==> src/rtl/sfa_pkg.sv <==
`default_nettype none

package sfa_pkg;

    // Configuration register indexes
    localparam logic CFG_IDX_ENABLE = 1'b0;
    localparam logic CFG_IDX_MASK   = 1'b1;
    localparam int   CFG_IDX_W      = 1;
    localparam int   CFG_DATA_W     = 32;

    localparam logic [31:0] MASK_RESET = 32'h5354_554E;
    localparam logic [31:0] CRC_POLY   = 32'hEDB8_8320;
    localparam logic [31:0] CRC_INIT   = 32'hFFFF_FFFF;
    localparam logic [15:0] LEN_INCR   = 16'd8;

    // Fingerprint attribute header bytes
    localparam logic [7:0] FP_TYPE_HI = 8'h80;
    localparam logic [7:0] FP_TYPE_LO = 8'h28;
    localparam logic [7:0] FP_LEN_HI  = 8'h00;
    localparam logic [7:0] FP_LEN_LO  = 8'h04;

    // Queue between front and back
    localparam int QDEPTH = 4;
    localparam int QPTR_W = $clog2(QDEPTH);
    localparam int QCNT_W = $clog2(QDEPTH + 1);

    // Command codes
    localparam logic [1:0] OP_ONE = 2'd0;
    localparam logic [1:0] OP_TWO = 2'd1;
    localparam logic [1:0] OP_FP  = 2'd2;

    // Byte index inside a fingerprint command: 0 is the body byte, 8 the last CRC byte
    localparam int SEQ_W = 4;
    localparam logic [SEQ_W-1:0] SEQ_FP_LAST = 4'd8;

    typedef struct packed {
        logic [1:0]  op;
        logic [7:0]  b0;
        logic [7:0]  b1;
        logic        last;
        logic [31:0] fp;
    } t_cmd;

    function automatic logic [31:0] crc_byte(input logic [31:0] c, input logic [7:0] b);
        logic [31:0] x;
        x = c ^ {24'd0, b};
        for (int i = 0; i < 8; i++) begin
            x = (x >> 1) ^ (CRC_POLY & {32{x[0]}});
        end
        return x;
    endfunction

endpackage

`default_nettype wire

==> src/rtl/sfa_in_if.sv <==
`default_nettype none

interface sfa_in_if;
    logic       valid;
    logic       ready;
    logic [7:0] data_byte;
    logic       last_byte;

    modport source (output valid, output data_byte, output last_byte, input ready);
    modport sink   (input valid, input data_byte, input last_byte, output ready);
endinterface

`default_nettype wire

==> src/rtl/sfa_out_if.sv <==
`default_nettype none

interface sfa_out_if;
    logic       valid;
    logic       ready;
    logic [7:0] out_byte;
    logic       out_last;

    modport source (output valid, output out_byte, output out_last, input ready);
    modport sink   (input valid, input out_byte, input out_last, output ready);
endinterface

`default_nettype wire

==> src/rtl/stun_fingerprint_appender_top.sv <==
`default_nettype none
// STUN fingerprint appender.
// i_in carries the bytes of a serialized message, header first, last_byte on
// the final one; o_out carries the framed message with out_last on its final
// byte. Both are valid/ready channels; a byte moves on a transfer.
// With fingerprint_enable set when header byte 2 arrives, the body length in
// bytes 2 and 3 is raised by 8 and an 8-byte fingerprint attribute (type
// 0x8028, length 4, CRC-32 xor mask) follows the last byte. Otherwise, or if
// the message ends by byte 3, bytes pass unchanged.
// Config: i_cfg_we writes i_cfg_wdata to register i_cfg_idx (0 enable,
// 1 xor mask); write only while no message is in flight.
// Throughput: one byte per cycle in and out while the queue has room and the
// receiver is ready. A fingerprinted message of n bytes leaves as n+8 bytes;
// with the receiver always ready the four-entry command queue takes part of
// that and input is held off after the last byte once the queue is full.
// The output sequencer, one byte per cycle while the receiver is ready, sets
// this. With fingerprinting on, header byte 2 is held and leaves with 3.
// Reset: synchronous, clears the queue, the output valid and the CRC;
// enable resets off, mask to 0x5354554E. A stalled receiver fills the queue
// and then drops i_in.ready; nothing is lost.

module stun_fingerprint_appender_top (
    input  wire logic                           i_clk,
    input  wire logic                           i_rst_n,
    input  wire logic                           i_cfg_we,
    input  wire logic [sfa_pkg::CFG_IDX_W-1:0]  i_cfg_idx,
    input  wire logic [sfa_pkg::CFG_DATA_W-1:0] i_cfg_wdata,
    sfa_in_if.sink                              i_in,
    sfa_out_if.source                           o_out
);

    logic          w_push, w_full, w_pop, w_avail;
    sfa_pkg::t_cmd w_cmd_in, w_cmd_head;

    sfa_front u_front (
        .i_clk       (i_clk),
        .i_rst_n     (i_rst_n),
        .i_cfg_we    (i_cfg_we),
        .i_cfg_idx   (i_cfg_idx),
        .i_cfg_wdata (i_cfg_wdata),
        .i_valid     (i_in.valid),
        .i_data      (i_in.data_byte),
        .i_last      (i_in.last_byte),
        .o_ready     (i_in.ready),
        .o_push      (w_push),
        .o_cmd       (w_cmd_in),
        .i_full      (w_full)
    );

    sfa_queue u_queue (
        .i_clk   (i_clk),
        .i_rst_n (i_rst_n),
        .i_push  (w_push),
        .i_cmd   (w_cmd_in),
        .o_full  (w_full),
        .i_pop   (w_pop),
        .o_cmd   (w_cmd_head),
        .o_avail (w_avail)
    );

    sfa_back u_back (
        .i_clk   (i_clk),
        .i_rst_n (i_rst_n),
        .i_cmd   (w_cmd_head),
        .i_avail (w_avail),
        .o_pop   (w_pop),
        .o_valid (o_out.valid),
        .o_byte  (o_out.out_byte),
        .o_last  (o_out.out_last),
        .i_ready (o_out.ready)
    );

endmodule

`default_nettype wire

==> src/rtl/sfa_front.sv <==
`default_nettype none

module sfa_front (
    input  wire logic                          i_clk,
    input  wire logic                          i_rst_n,
    input  wire logic                          i_cfg_we,
    input  wire logic [sfa_pkg::CFG_IDX_W-1:0] i_cfg_idx,
    input  wire logic [sfa_pkg::CFG_DATA_W-1:0] i_cfg_wdata,
    input  wire logic                          i_valid,
    input  wire logic [7:0]                    i_data,
    input  wire logic                          i_last,
    output logic                               o_ready,
    output logic                               o_push,
    output sfa_pkg::t_cmd                      o_cmd,
    input  wire logic                          i_full
);

    localparam logic [2:0] POS_B0    = 3'd0;
    localparam logic [2:0] POS_B1    = 3'd1;
    localparam logic [2:0] POS_B2    = 3'd2;
    localparam logic [2:0] POS_B3    = 3'd3;
    localparam logic [2:0] POS_BODY  = 3'd4;
    localparam logic [2:0] POS_B3_PT = 3'd5;
    localparam logic [2:0] POS_PT    = 3'd6;

    logic [2:0]  r_pos, n_pos;
    logic [31:0] r_crc, n_crc;
    logic [7:0]  r_held, n_held;
    logic        r_en;
    logic [31:0] r_mask;
    logic        w_acc;
    logic [15:0] w_len;
    logic [31:0] w_crc_b;

    assign o_ready = !i_full;
    assign w_acc   = i_valid && !i_full;
    assign w_len   = {r_held, i_data} + sfa_pkg::LEN_INCR;
    assign w_crc_b = sfa_pkg::crc_byte(r_crc, i_data);

    always_comb begin
        n_pos   = r_pos;
        n_crc   = r_crc;
        n_held  = r_held;
        o_push  = 1'b0;
        o_cmd   = '{op: sfa_pkg::OP_ONE, b0: i_data, b1: i_data, last: i_last, fp: '0};
        if (w_acc) begin
            case (r_pos)
                POS_B0, POS_B1: begin
                    o_push = 1'b1;
                    n_crc  = w_crc_b;
                    n_pos  = r_pos + 3'd1;
                end
                POS_B2: begin
                    if (i_last || !r_en) begin
                        o_push = 1'b1;
                        n_crc  = w_crc_b;
                        n_pos  = POS_B3_PT;
                    end else begin
                        n_held = i_data;
                        n_pos  = POS_B3;
                    end
                end
                POS_B3: begin
                    o_push   = 1'b1;
                    o_cmd.op = sfa_pkg::OP_TWO;
                    if (i_last) begin
                        o_cmd.b0 = r_held;
                        o_cmd.b1 = i_data;
                    end else begin
                        o_cmd.b0 = w_len[15:8];
                        o_cmd.b1 = w_len[7:0];
                        n_pos    = POS_BODY;
                    end
                    n_crc = sfa_pkg::crc_byte(sfa_pkg::crc_byte(r_crc, o_cmd.b0), o_cmd.b1);
                end
                POS_BODY: begin
                    o_push = 1'b1;
                    n_crc  = w_crc_b;
                    if (i_last) begin
                        o_cmd.op = sfa_pkg::OP_FP;
                        o_cmd.fp = ~w_crc_b ^ r_mask;
                    end
                end
                default: begin
                    o_push = 1'b1;
                    n_crc  = w_crc_b;
                    n_pos  = POS_PT;
                end
            endcase
            // Message done: rearm for the next header
            if (i_last) begin
                n_crc = sfa_pkg::CRC_INIT;
                n_pos = POS_B0;
            end
        end
    end

    always_ff @(posedge i_clk) begin
        if (!i_rst_n) begin
            r_pos  <= POS_B0;
            r_crc  <= sfa_pkg::CRC_INIT;
            r_held <= '0;
            r_en   <= 1'b0;
            r_mask <= sfa_pkg::MASK_RESET;
        end else begin
            r_pos  <= n_pos;
            r_crc  <= n_crc;
            r_held <= n_held;
            if (i_cfg_we && i_cfg_idx == sfa_pkg::CFG_IDX_ENABLE) begin
                r_en <= i_cfg_wdata[0];
            end
            if (i_cfg_we && i_cfg_idx == sfa_pkg::CFG_IDX_MASK) begin
                r_mask <= i_cfg_wdata[31:0];
            end
        end
    end

endmodule

`default_nettype wire

==> src/rtl/sfa_queue.sv <==
`default_nettype none

module sfa_queue (
    input  wire logic          i_clk,
    input  wire logic          i_rst_n,
    input  wire logic          i_push,
    input  sfa_pkg::t_cmd      i_cmd,
    output logic               o_full,
    input  wire logic          i_pop,
    output sfa_pkg::t_cmd      o_cmd,
    output logic               o_avail
);

    sfa_pkg::t_cmd                 r_mem [sfa_pkg::QDEPTH];
    logic [sfa_pkg::QPTR_W-1:0]    r_wptr, r_rptr;
    logic [sfa_pkg::QCNT_W-1:0]    r_cnt, n_cnt;
    logic                          w_wr, w_rd;

    assign o_full  = (r_cnt == sfa_pkg::QCNT_W'(sfa_pkg::QDEPTH));
    assign o_avail = (r_cnt != '0);
    assign o_cmd   = r_mem[r_rptr];
    assign w_wr    = i_push && !o_full;
    assign w_rd    = i_pop && o_avail;

    always_comb begin
        n_cnt = r_cnt;
        if (w_wr && !w_rd) begin
            n_cnt = r_cnt + 1'b1;
        end else if (w_rd && !w_wr) begin
            n_cnt = r_cnt - 1'b1;
        end
    end

    always_ff @(posedge i_clk) begin
        if (!i_rst_n) begin
            r_wptr <= '0;
            r_rptr <= '0;
            r_cnt  <= '0;
        end else begin
            r_cnt <= n_cnt;
            if (w_wr) begin
                r_wptr <= r_wptr + 1'b1;
            end
            if (w_rd) begin
                r_rptr <= r_rptr + 1'b1;
            end
        end
    end

    always_ff @(posedge i_clk) begin
        if (w_wr) begin
            r_mem[r_wptr] <= i_cmd;
        end
    end

endmodule

`default_nettype wire

==> src/rtl/sfa_back.sv <==
`default_nettype none

module sfa_back (
    input  wire logic     i_clk,
    input  wire logic     i_rst_n,
    input  sfa_pkg::t_cmd i_cmd,
    input  wire logic     i_avail,
    output logic          o_pop,
    output logic          o_valid,
    output logic [7:0]    o_byte,
    output logic          o_last,
    input  wire logic     i_ready
);

    logic [sfa_pkg::SEQ_W-1:0] r_seq;
    logic                      r_valid;
    logic [7:0]                r_byte;
    logic                      r_last;
    logic [7:0]                w_byte;
    logic                      w_last;
    logic                      w_final;
    logic                      w_load;

    // Pick the byte of the head command at the current sequence step
    always_comb begin
        w_byte  = i_cmd.b0;
        w_last  = i_cmd.last;
        w_final = 1'b1;
        case (i_cmd.op)
            sfa_pkg::OP_TWO: begin
                if (r_seq == '0) begin
                    w_last  = 1'b0;
                    w_final = 1'b0;
                end else begin
                    w_byte = i_cmd.b1;
                end
            end
            sfa_pkg::OP_FP: begin
                w_last  = (r_seq == sfa_pkg::SEQ_FP_LAST);
                w_final = w_last;
                case (r_seq)
                    4'd0:    w_byte = i_cmd.b0;
                    4'd1:    w_byte = sfa_pkg::FP_TYPE_HI;
                    4'd2:    w_byte = sfa_pkg::FP_TYPE_LO;
                    4'd3:    w_byte = sfa_pkg::FP_LEN_HI;
                    4'd4:    w_byte = sfa_pkg::FP_LEN_LO;
                    4'd5:    w_byte = i_cmd.fp[31:24];
                    4'd6:    w_byte = i_cmd.fp[23:16];
                    4'd7:    w_byte = i_cmd.fp[15:8];
                    default: w_byte = i_cmd.fp[7:0];
                endcase
            end
            default: begin
                w_byte = i_cmd.b0;
            end
        endcase
    end

    assign w_load  = i_avail && (!r_valid || i_ready);
    assign o_pop   = w_load && w_final;
    assign o_valid = r_valid;
    assign o_byte  = r_byte;
    assign o_last  = r_last;

    always_ff @(posedge i_clk) begin
        if (!i_rst_n) begin
            r_valid <= 1'b0;
            r_seq   <= '0;
        end else begin
            if (w_load) begin
                r_valid <= 1'b1;
                r_seq   <= w_final ? '0 : r_seq + 1'b1;
            end else if (i_ready) begin
                r_valid <= 1'b0;
            end
        end
    end

    always_ff @(posedge i_clk) begin
        if (w_load) begin
            r_byte <= w_byte;
            r_last <= w_last;
        end
    end

endmodule

`default_nettype wire

==> src/flat_wrapper.sv <==
// flat-port wrapper written by rule: the top's interface ports become plain ports
module stun_fingerprint_appender_top_flat 
  (i_clk, i_rst_n, i_cfg_we, i_cfg_idx, i_cfg_wdata, i_in_valid, i_in_data_byte, i_in_last_byte, i_in_ready, o_out_valid, o_out_out_byte, o_out_out_last, o_out_ready);
  sfa_in_if i_in_i ();
  sfa_out_if o_out_i ();
  input  wire logic i_clk;
  input  wire logic i_rst_n;
  input  wire logic i_cfg_we;
  input  wire logic [sfa_pkg::CFG_IDX_W-1:0] i_cfg_idx;
  input  wire logic [sfa_pkg::CFG_DATA_W-1:0] i_cfg_wdata;
  input wire logic [$bits(i_in_i.valid)-1:0] i_in_valid;
  input wire logic [$bits(i_in_i.data_byte)-1:0] i_in_data_byte;
  input wire logic [$bits(i_in_i.last_byte)-1:0] i_in_last_byte;
  output wire logic [$bits(i_in_i.ready)-1:0] i_in_ready;
  output wire logic [$bits(o_out_i.valid)-1:0] o_out_valid;
  output wire logic [$bits(o_out_i.out_byte)-1:0] o_out_out_byte;
  output wire logic [$bits(o_out_i.out_last)-1:0] o_out_out_last;
  input wire logic [$bits(o_out_i.ready)-1:0] o_out_ready;
  assign i_in_i.valid = i_in_valid;
  assign i_in_i.data_byte = i_in_data_byte;
  assign i_in_i.last_byte = i_in_last_byte;
  assign i_in_ready = i_in_i.ready;
  assign o_out_valid = o_out_i.valid;
  assign o_out_out_byte = o_out_i.out_byte;
  assign o_out_out_last = o_out_i.out_last;
  assign o_out_i.ready = o_out_ready;
  stun_fingerprint_appender_top u_core (.i_clk(i_clk), .i_rst_n(i_rst_n), .i_cfg_we(i_cfg_we), .i_cfg_idx(i_cfg_idx), .i_cfg_wdata(i_cfg_wdata), .i_in(i_in_i), .o_out(o_out_i));
endmodule
==> config.mk <==
export PLATFORM = sky130hd
export DESIGN_NAME = stun_fingerprint_appender_top_flat
export DESIGN_NICKNAME = d
export VERILOG_FILES = /design/src/rtl/sfa_pkg.sv /design/src/rtl/sfa_in_if.sv /design/src/rtl/sfa_out_if.sv /design/src/rtl/stun_fingerprint_appender_top.sv /design/src/rtl/sfa_front.sv /design/src/rtl/sfa_queue.sv /design/src/rtl/sfa_back.sv /design/src/flat_wrapper.sv
export SDC_FILE = /design/constraint.sdc
export NUM_CORES = 1
export LEC_CHECK = 0
export BUFFER_PORTS_ARGS = -buffer_cell sky130_fd_sc_hd__buf_2
export CORE_ASPECT_RATIO = 0.5
export CORE_MARGIN = 5
export CORE_UTILIZATION = 60
export DETAILED_ROUTE_END_ITERATION = 6
export GPL_TIMING_DRIVEN = 1
export PLACE_DENSITY_LB_ADDON = 0.1
export SLEW_MARGIN = 20
export SYNTH_ARGS = -nofsm -noshare
export SYNTH_HDL_FRONTEND = slang
export SYNTH_SLANG_ARGS = --single-unit
==> constraint.sdc <==
create_clock -name i_clk -period 6.6 [get_ports i_clk]
set_clock_uncertainty 0.1 [all_clocks]
set_input_delay 0 -clock i_clk [delete_from_list [all_inputs] [get_ports i_clk]]
set_output_delay 0 -clock i_clk [all_outputs]
set_load 0.05 [all_outputs]
==> Word-level counts from Yosys, hierarchy flattened <==
Memories as Yosys holds them, arrays and structs flattened. A register that Yosys moved wholly into a read port is not among the register bits.
Cells that the tools add are included.
W data, S select, Z words.
{ "totals": {"reg_bits": 97, "mem_bits_rw": 204, "out_inout_bits": 11, "mem_count": 1} }
{ "memory_table": {"columns": ["name", "words", "width", "read_ports", "rd_clocked_by_memory_dff", "wr", "line_no", "text"], "rows": [
  ["u_core.u_queue.r_mem", 4, 51, 1, 1, 1, "sfa_queue.sv:14", "sfa_pkg::t_cmd r_mem [sfa_pkg::QDEPTH];"]
]} }
{ "op_classes": {"n_addsub": 7, "eq_ne": 17, "mux": 35, "bitwise": 31, "n_reduce_logical": 25} }
{ "ops": {"columns": ["operator", "count"], "rows": [
  ["$xor A31 B32 Y32", 24],
  ["$mux W32", 5],
  ["$xor A32 B8 Y32", 3],
  ["$mux W16", 4],
  ["$pmux W32 S2", 1],
  ["$pmux W8 S8", 1],
  ["$not A32 Y32", 1],
  ["$xor A32 B32 Y32", 1],
  ["$mux W18", 1],
  ["$add A16 B4 Y16 const B", 1],
  ["$eq A4 B3 Y1 const B", 4],
  ["$pmux W8 S2", 1],
  ["$mux W3", 4],
  ["$pmux W3 S4", 1],
  ["$logic_and A1 B1 Y1", 9],
  ["$mux W1", 9],
  ["$eq A4 B2 Y1 const B", 2],
  ["$mux W8", 1],
  ["$add A3 B1 Y3 const B", 2],
  ["$eq A3 B2 Y1 const B", 2],
  ["$eq A3 B3 Y1 const B", 2],
  ["$mux W2", 3],
  ["$logic_not A1 Y1", 5],
  ["$add A2 B1 Y2 const B", 2],
  ["other kinds (21)", 26]
]} }

==> Longest topological paths before layout <==
{ "depth": {"word_depth": 24, "depth_mapped": 17, "depth_no_buf": 12} }

==> Hierarchy <==
Synthesis repeated with hierarchy kept, for this count alone.
{ "hier_totals": {"cells_unflattened": 1163, "hier_area_um2": 15567.4} }
{ "modules_own_cells": {"columns": ["mod", "instances", "cells_each", "area_per_inst_um2", "seq_area_each_um2"], "rows": [
  ["sfa_queue", 1, 315, 7898.8, 6306.0],
  ["sfa_front", 1, 707, 6441.2, 1521.5],
  ["sfa_back", 1, 141, 1227.4, 370.4]
]} }

==> Worst setup path before layout <==
No wires, ideal clock.
{ "synth_path": {"kind": "flip-flop to flip-flop", "startpoint": "register (tool-made name)", "endpoint": "register u_core.u_queue.r_cnt[2] in the netlist's numbering", "t_arrival_ps": 4654, "slack_ps": 1770, "stages_incl_launch_ff": 17, "n_path_buf": 5, "cell_sequence": "dfxtp_1 buf_2 buf_2 buf_1 buf_1 mux4_2 ha_1 clkbuf_1 a21oi_1 nor2_1 o21ai_0 ha_1 inv_1 fa_1 xor2_1 or3_1 a21boi_0"} }
{ "synth_lines": {"columns": ["item", "line_no", "text"], "rows": [
  ["to (signal assigned)", "sfa_queue.sv:40", "r_cnt <= n_cnt;"],
  ["to (decl)", "sfa_queue.sv:16", "logic [sfa_pkg::QCNT_W-1:0] r_cnt, n_cnt;"]
]} }

==> summary.md <==
| Metric | Value |
|---|---|
| Routed vias | `9,637` |
| Critical path fanouts, max | `19` |
| First-pass GRT wire length | `58,300 um` |
| Syn nets | `1,219` |
| WS Path Type | `reg2reg` |
| Grt total ovfl | `0` |
| CTS tree | `done` |
| Endpoints failing setup | `0` |
| Fraction of layout cells with a size suffix above 1 | `0.154` |
| Worst skew pair latency | `560 ps` |
| Syn-to-layout area delta | `13.4%` |
| H-Tree Depth | `1` |
| Final worst slack | `2600 ps` |
| Main synth FF type | `edfxtp_1` |
| First-pass detailed-route iteration total | `5` |
| Endpoint class of the critical path | `flop` |
| CP Launch Type | `flop` |
| WL per Instance | `23.5 um` |
| Critical path arrival | `4370 ps` |
| Worst-path clk slew | `70 ps` |
| Drt via density | `5.96` |
| PwrDens | `between 400 and 500 nW/um2` |
| Die width | `235 um` |
| Commonest non-fill, non-tap cells in the layout | `edfxtp_1 (213), xnor2_1 (194), nand2_1 (103)` |
| Detail Route met3 WL | `3270 um` |
| Top sig layer | `met4` |
| Cts hold-fix bufs | `60` |
| Largest cells by area after synthesis | `edfxtp_1 (42%), dfxtp_1 (12%), xnor2_1 (11%), mux4_2 (7.5%), xor2_1 (2.6%)` |
| Actual slew at the worst max-slew pin | `1090 ps` |
| Netlist cell types | `65` |
| Vias in the first global route | `9,558` |
| Initial antenna violation count | `0` |
| Port Buffers | `between 50 and 60` |
| Final net count | `1,318` |
| Clock Path Buffers | `3` |
| Fill cells | `approximately 1,800` |
| Yosys warning total | `0` |
| Async SR Flop Fraction | `0` |
| Area leader, netlist | `edfxtp_1` |
| Routed Wire Length | `38,000 um` |
| Most common cell after layout, fill and taps aside | `edfxtp_1` |
| Die Area | `28,800 um2` |
| Multi-input logic area | `approximately 6700 um2` |
| Gpl congestion | `0.893` |
| TritonCTS buffer count | `27` |
| Cells after Synth | `1,154` |
| Metal2 WL | `about 17,000 um` |
| P_leak | `5.86 nW` |
| Max-slew violation count | `0` |
| Vert. Die Dim | `123 um` |
| Final Cycle Share | `0.606` |
| Design Area, Final | `17,300 um2` |
| Final hold violations | `0` |
| Seq cells post-synth | `303` |
| Design Power | `7.54 mW` |
| Routed Antenna Nets | `0` |
| Initial Utilization | `0.607` |
| Rows | `41` |
| M1 WL | `17,300 um` |
| Io pins | `between 50 and 60` |
| Syn_area_per_cell | `13.2 um2` |
| Hold Crit Class | `in2reg` |
| Post-DP HPWL | `26,000 um` |
| Post-synth EDFFs | `213` |
| Root Buffer Master | `clkbuf_16` |
| Antenna Diode Count | `0` |
| Post-CTS Resized | `0` |
| 1st-iter DRT viols | `between 1,000 and 1,500` |
| Post-CTS setup buffer count | `0` |
| GRT Util Overall | `0.267` |
| Core area | `~25,000 um2` |
| CP Data Required Time | `6970 ps` |
| Register area | `8200 um2` |
| Slew HR | `0.274` |
| Synth top area share | `0.420` |
| Seq/Total Area, Yosys | `0.539` |
| Pre-CTS setup slack | `2610 ps` |
| Clk sinks | `303` |
| Period minus WS final | `4000 ps` |
| Sum Neg Setup Slack | `0 ps` |
| Max Clk Rate | `0.250 GHz` |
| Outcome | `finished clean` |
| Cell Area, Synth | `15,200 um2` |
| DR DRC count | `0` |
| Worst IR Drop VDD | `0.376 mV` |
| Max-Cap Viols | `0` |
| Largest net degree at the start of global routing | `71` |
| DP Area | `15,800 um2` |
| RSZ-0062 raised after global routing | `false` |
## kinds of logic (layout without fill, tap and decap cells)
family / count (synthesis) / count (layout) / share of synthesized area
fa+ha+maj: 18 / 18 / 0.0153
xor+xnor: 279 / 279 / 0.195
flops: 303 / 303 / 0.539
simple gates: 269 / 269 / 0.0807
compound gates: 151 / 151 / 0.0697
mux: 58 / 58 / 0.0802
buf+inv: 76 / 195 / 0.0206
## power by group
group / total [mW] / switching (mW) / internal [mW]
Combinational: 3.54 / 1.99 / 1.55
Clock: 1.58 / 0.706 / 0.876
Sequential: 2.43 / 0.137 / 2.29
Total: 7.54 / 2.83 / 4.71
## Yosys cell counts, types with 8 or more instances
cell,n
a21boi_0,28
a21oi_1,18
a221oi_1,10
a22oi_1,11
and2_1,8
and3_1,9
clkbuf_1,43
dfxtp_1,90
edfxtp_1,213
ha_1,17
inv_1,15
mux4_2,51
nand2_1,103
nand3_1,26
nor2_1,87
nor2b_1,13
o21ai_0,45
xnor2_1,194
xnor2_2,9
xnor3_1,17
xor2_1,45
## metrics by stage
stage	instances	hold slack, ps	util
floorplan	1154	-1.13	-
global placement	1508	111	0.630
detailed placement	1508	116	0.630
CTS	1617	111	0.688
global route	1617	151	0.688
finish	1617	157	0.688
## registers in the layout, summed over array words and instances, names as in the netlist, named ones only
register,cells
u_core.u_back.o_byte,8
u_core.u_back.o_last,1
u_core.u_back.o_valid,1
u_core.u_back.r_seq,4
u_core.u_front.r_crc,32
u_core.u_front.r_en,1
u_core.u_front.r_held,8
u_core.u_front.r_mask,32
u_core.u_front.r_pos,3
u_core.u_queue.r_cnt,3
u_core.u_queue.r_mem,204
u_core.u_queue.r_rptr,2
u_core.u_queue.r_wptr,2
## critical path, stage by stage, from the launching register on
cell	delay, ps
dfxtp_4	500
mux4_2	580
ha_1	500
o21ai_0	730
ha_1	310
inv_1	70
fa_1	430
xor2_1	180
or3_1	310
a21boi_0	190
## metal layers
layer / vias to the layer above / global-route usage
met2: 389 / 0.406
li1: 4339 / -
met4: 0 / 0.0504
met5: - / 0
met1: 4855 / 0.412
met3: 54 / 0.0485
## cell type report
cell class / instances / share of cell area
flip-flops and latches: 303 / 0.475
multi-input cells: 775 / 0.389
well taps: 344 / 0.0249
clock inverters: 14 / 0.00906
repair buffers: 131 / 0.0574
clock buffers: 35 / 0.0409
inverters: 15 / 0.00326
## worst paths after layout
| path | startpoint | end | slack [ps] | depth (start not counted) |
|---|---|---|---|---|
| worst max register to register | flop | u_core.u_queue.r_cnt[2] | 2600 | 9 |
| worst min-delay path | i_cfg_wdata[21] | u_core.u_front.r_mask[21] | 160 | 4 |
| worst min register to register | u_core.u_front.r_mask[15] | u_core.u_front.r_mask[15] | 380 | 2 |
| worst max-delay path | flop | u_core.u_queue.r_cnt[2] | 2600 | 9 |
Note: power is estimated with default switching activity, not from simulation.
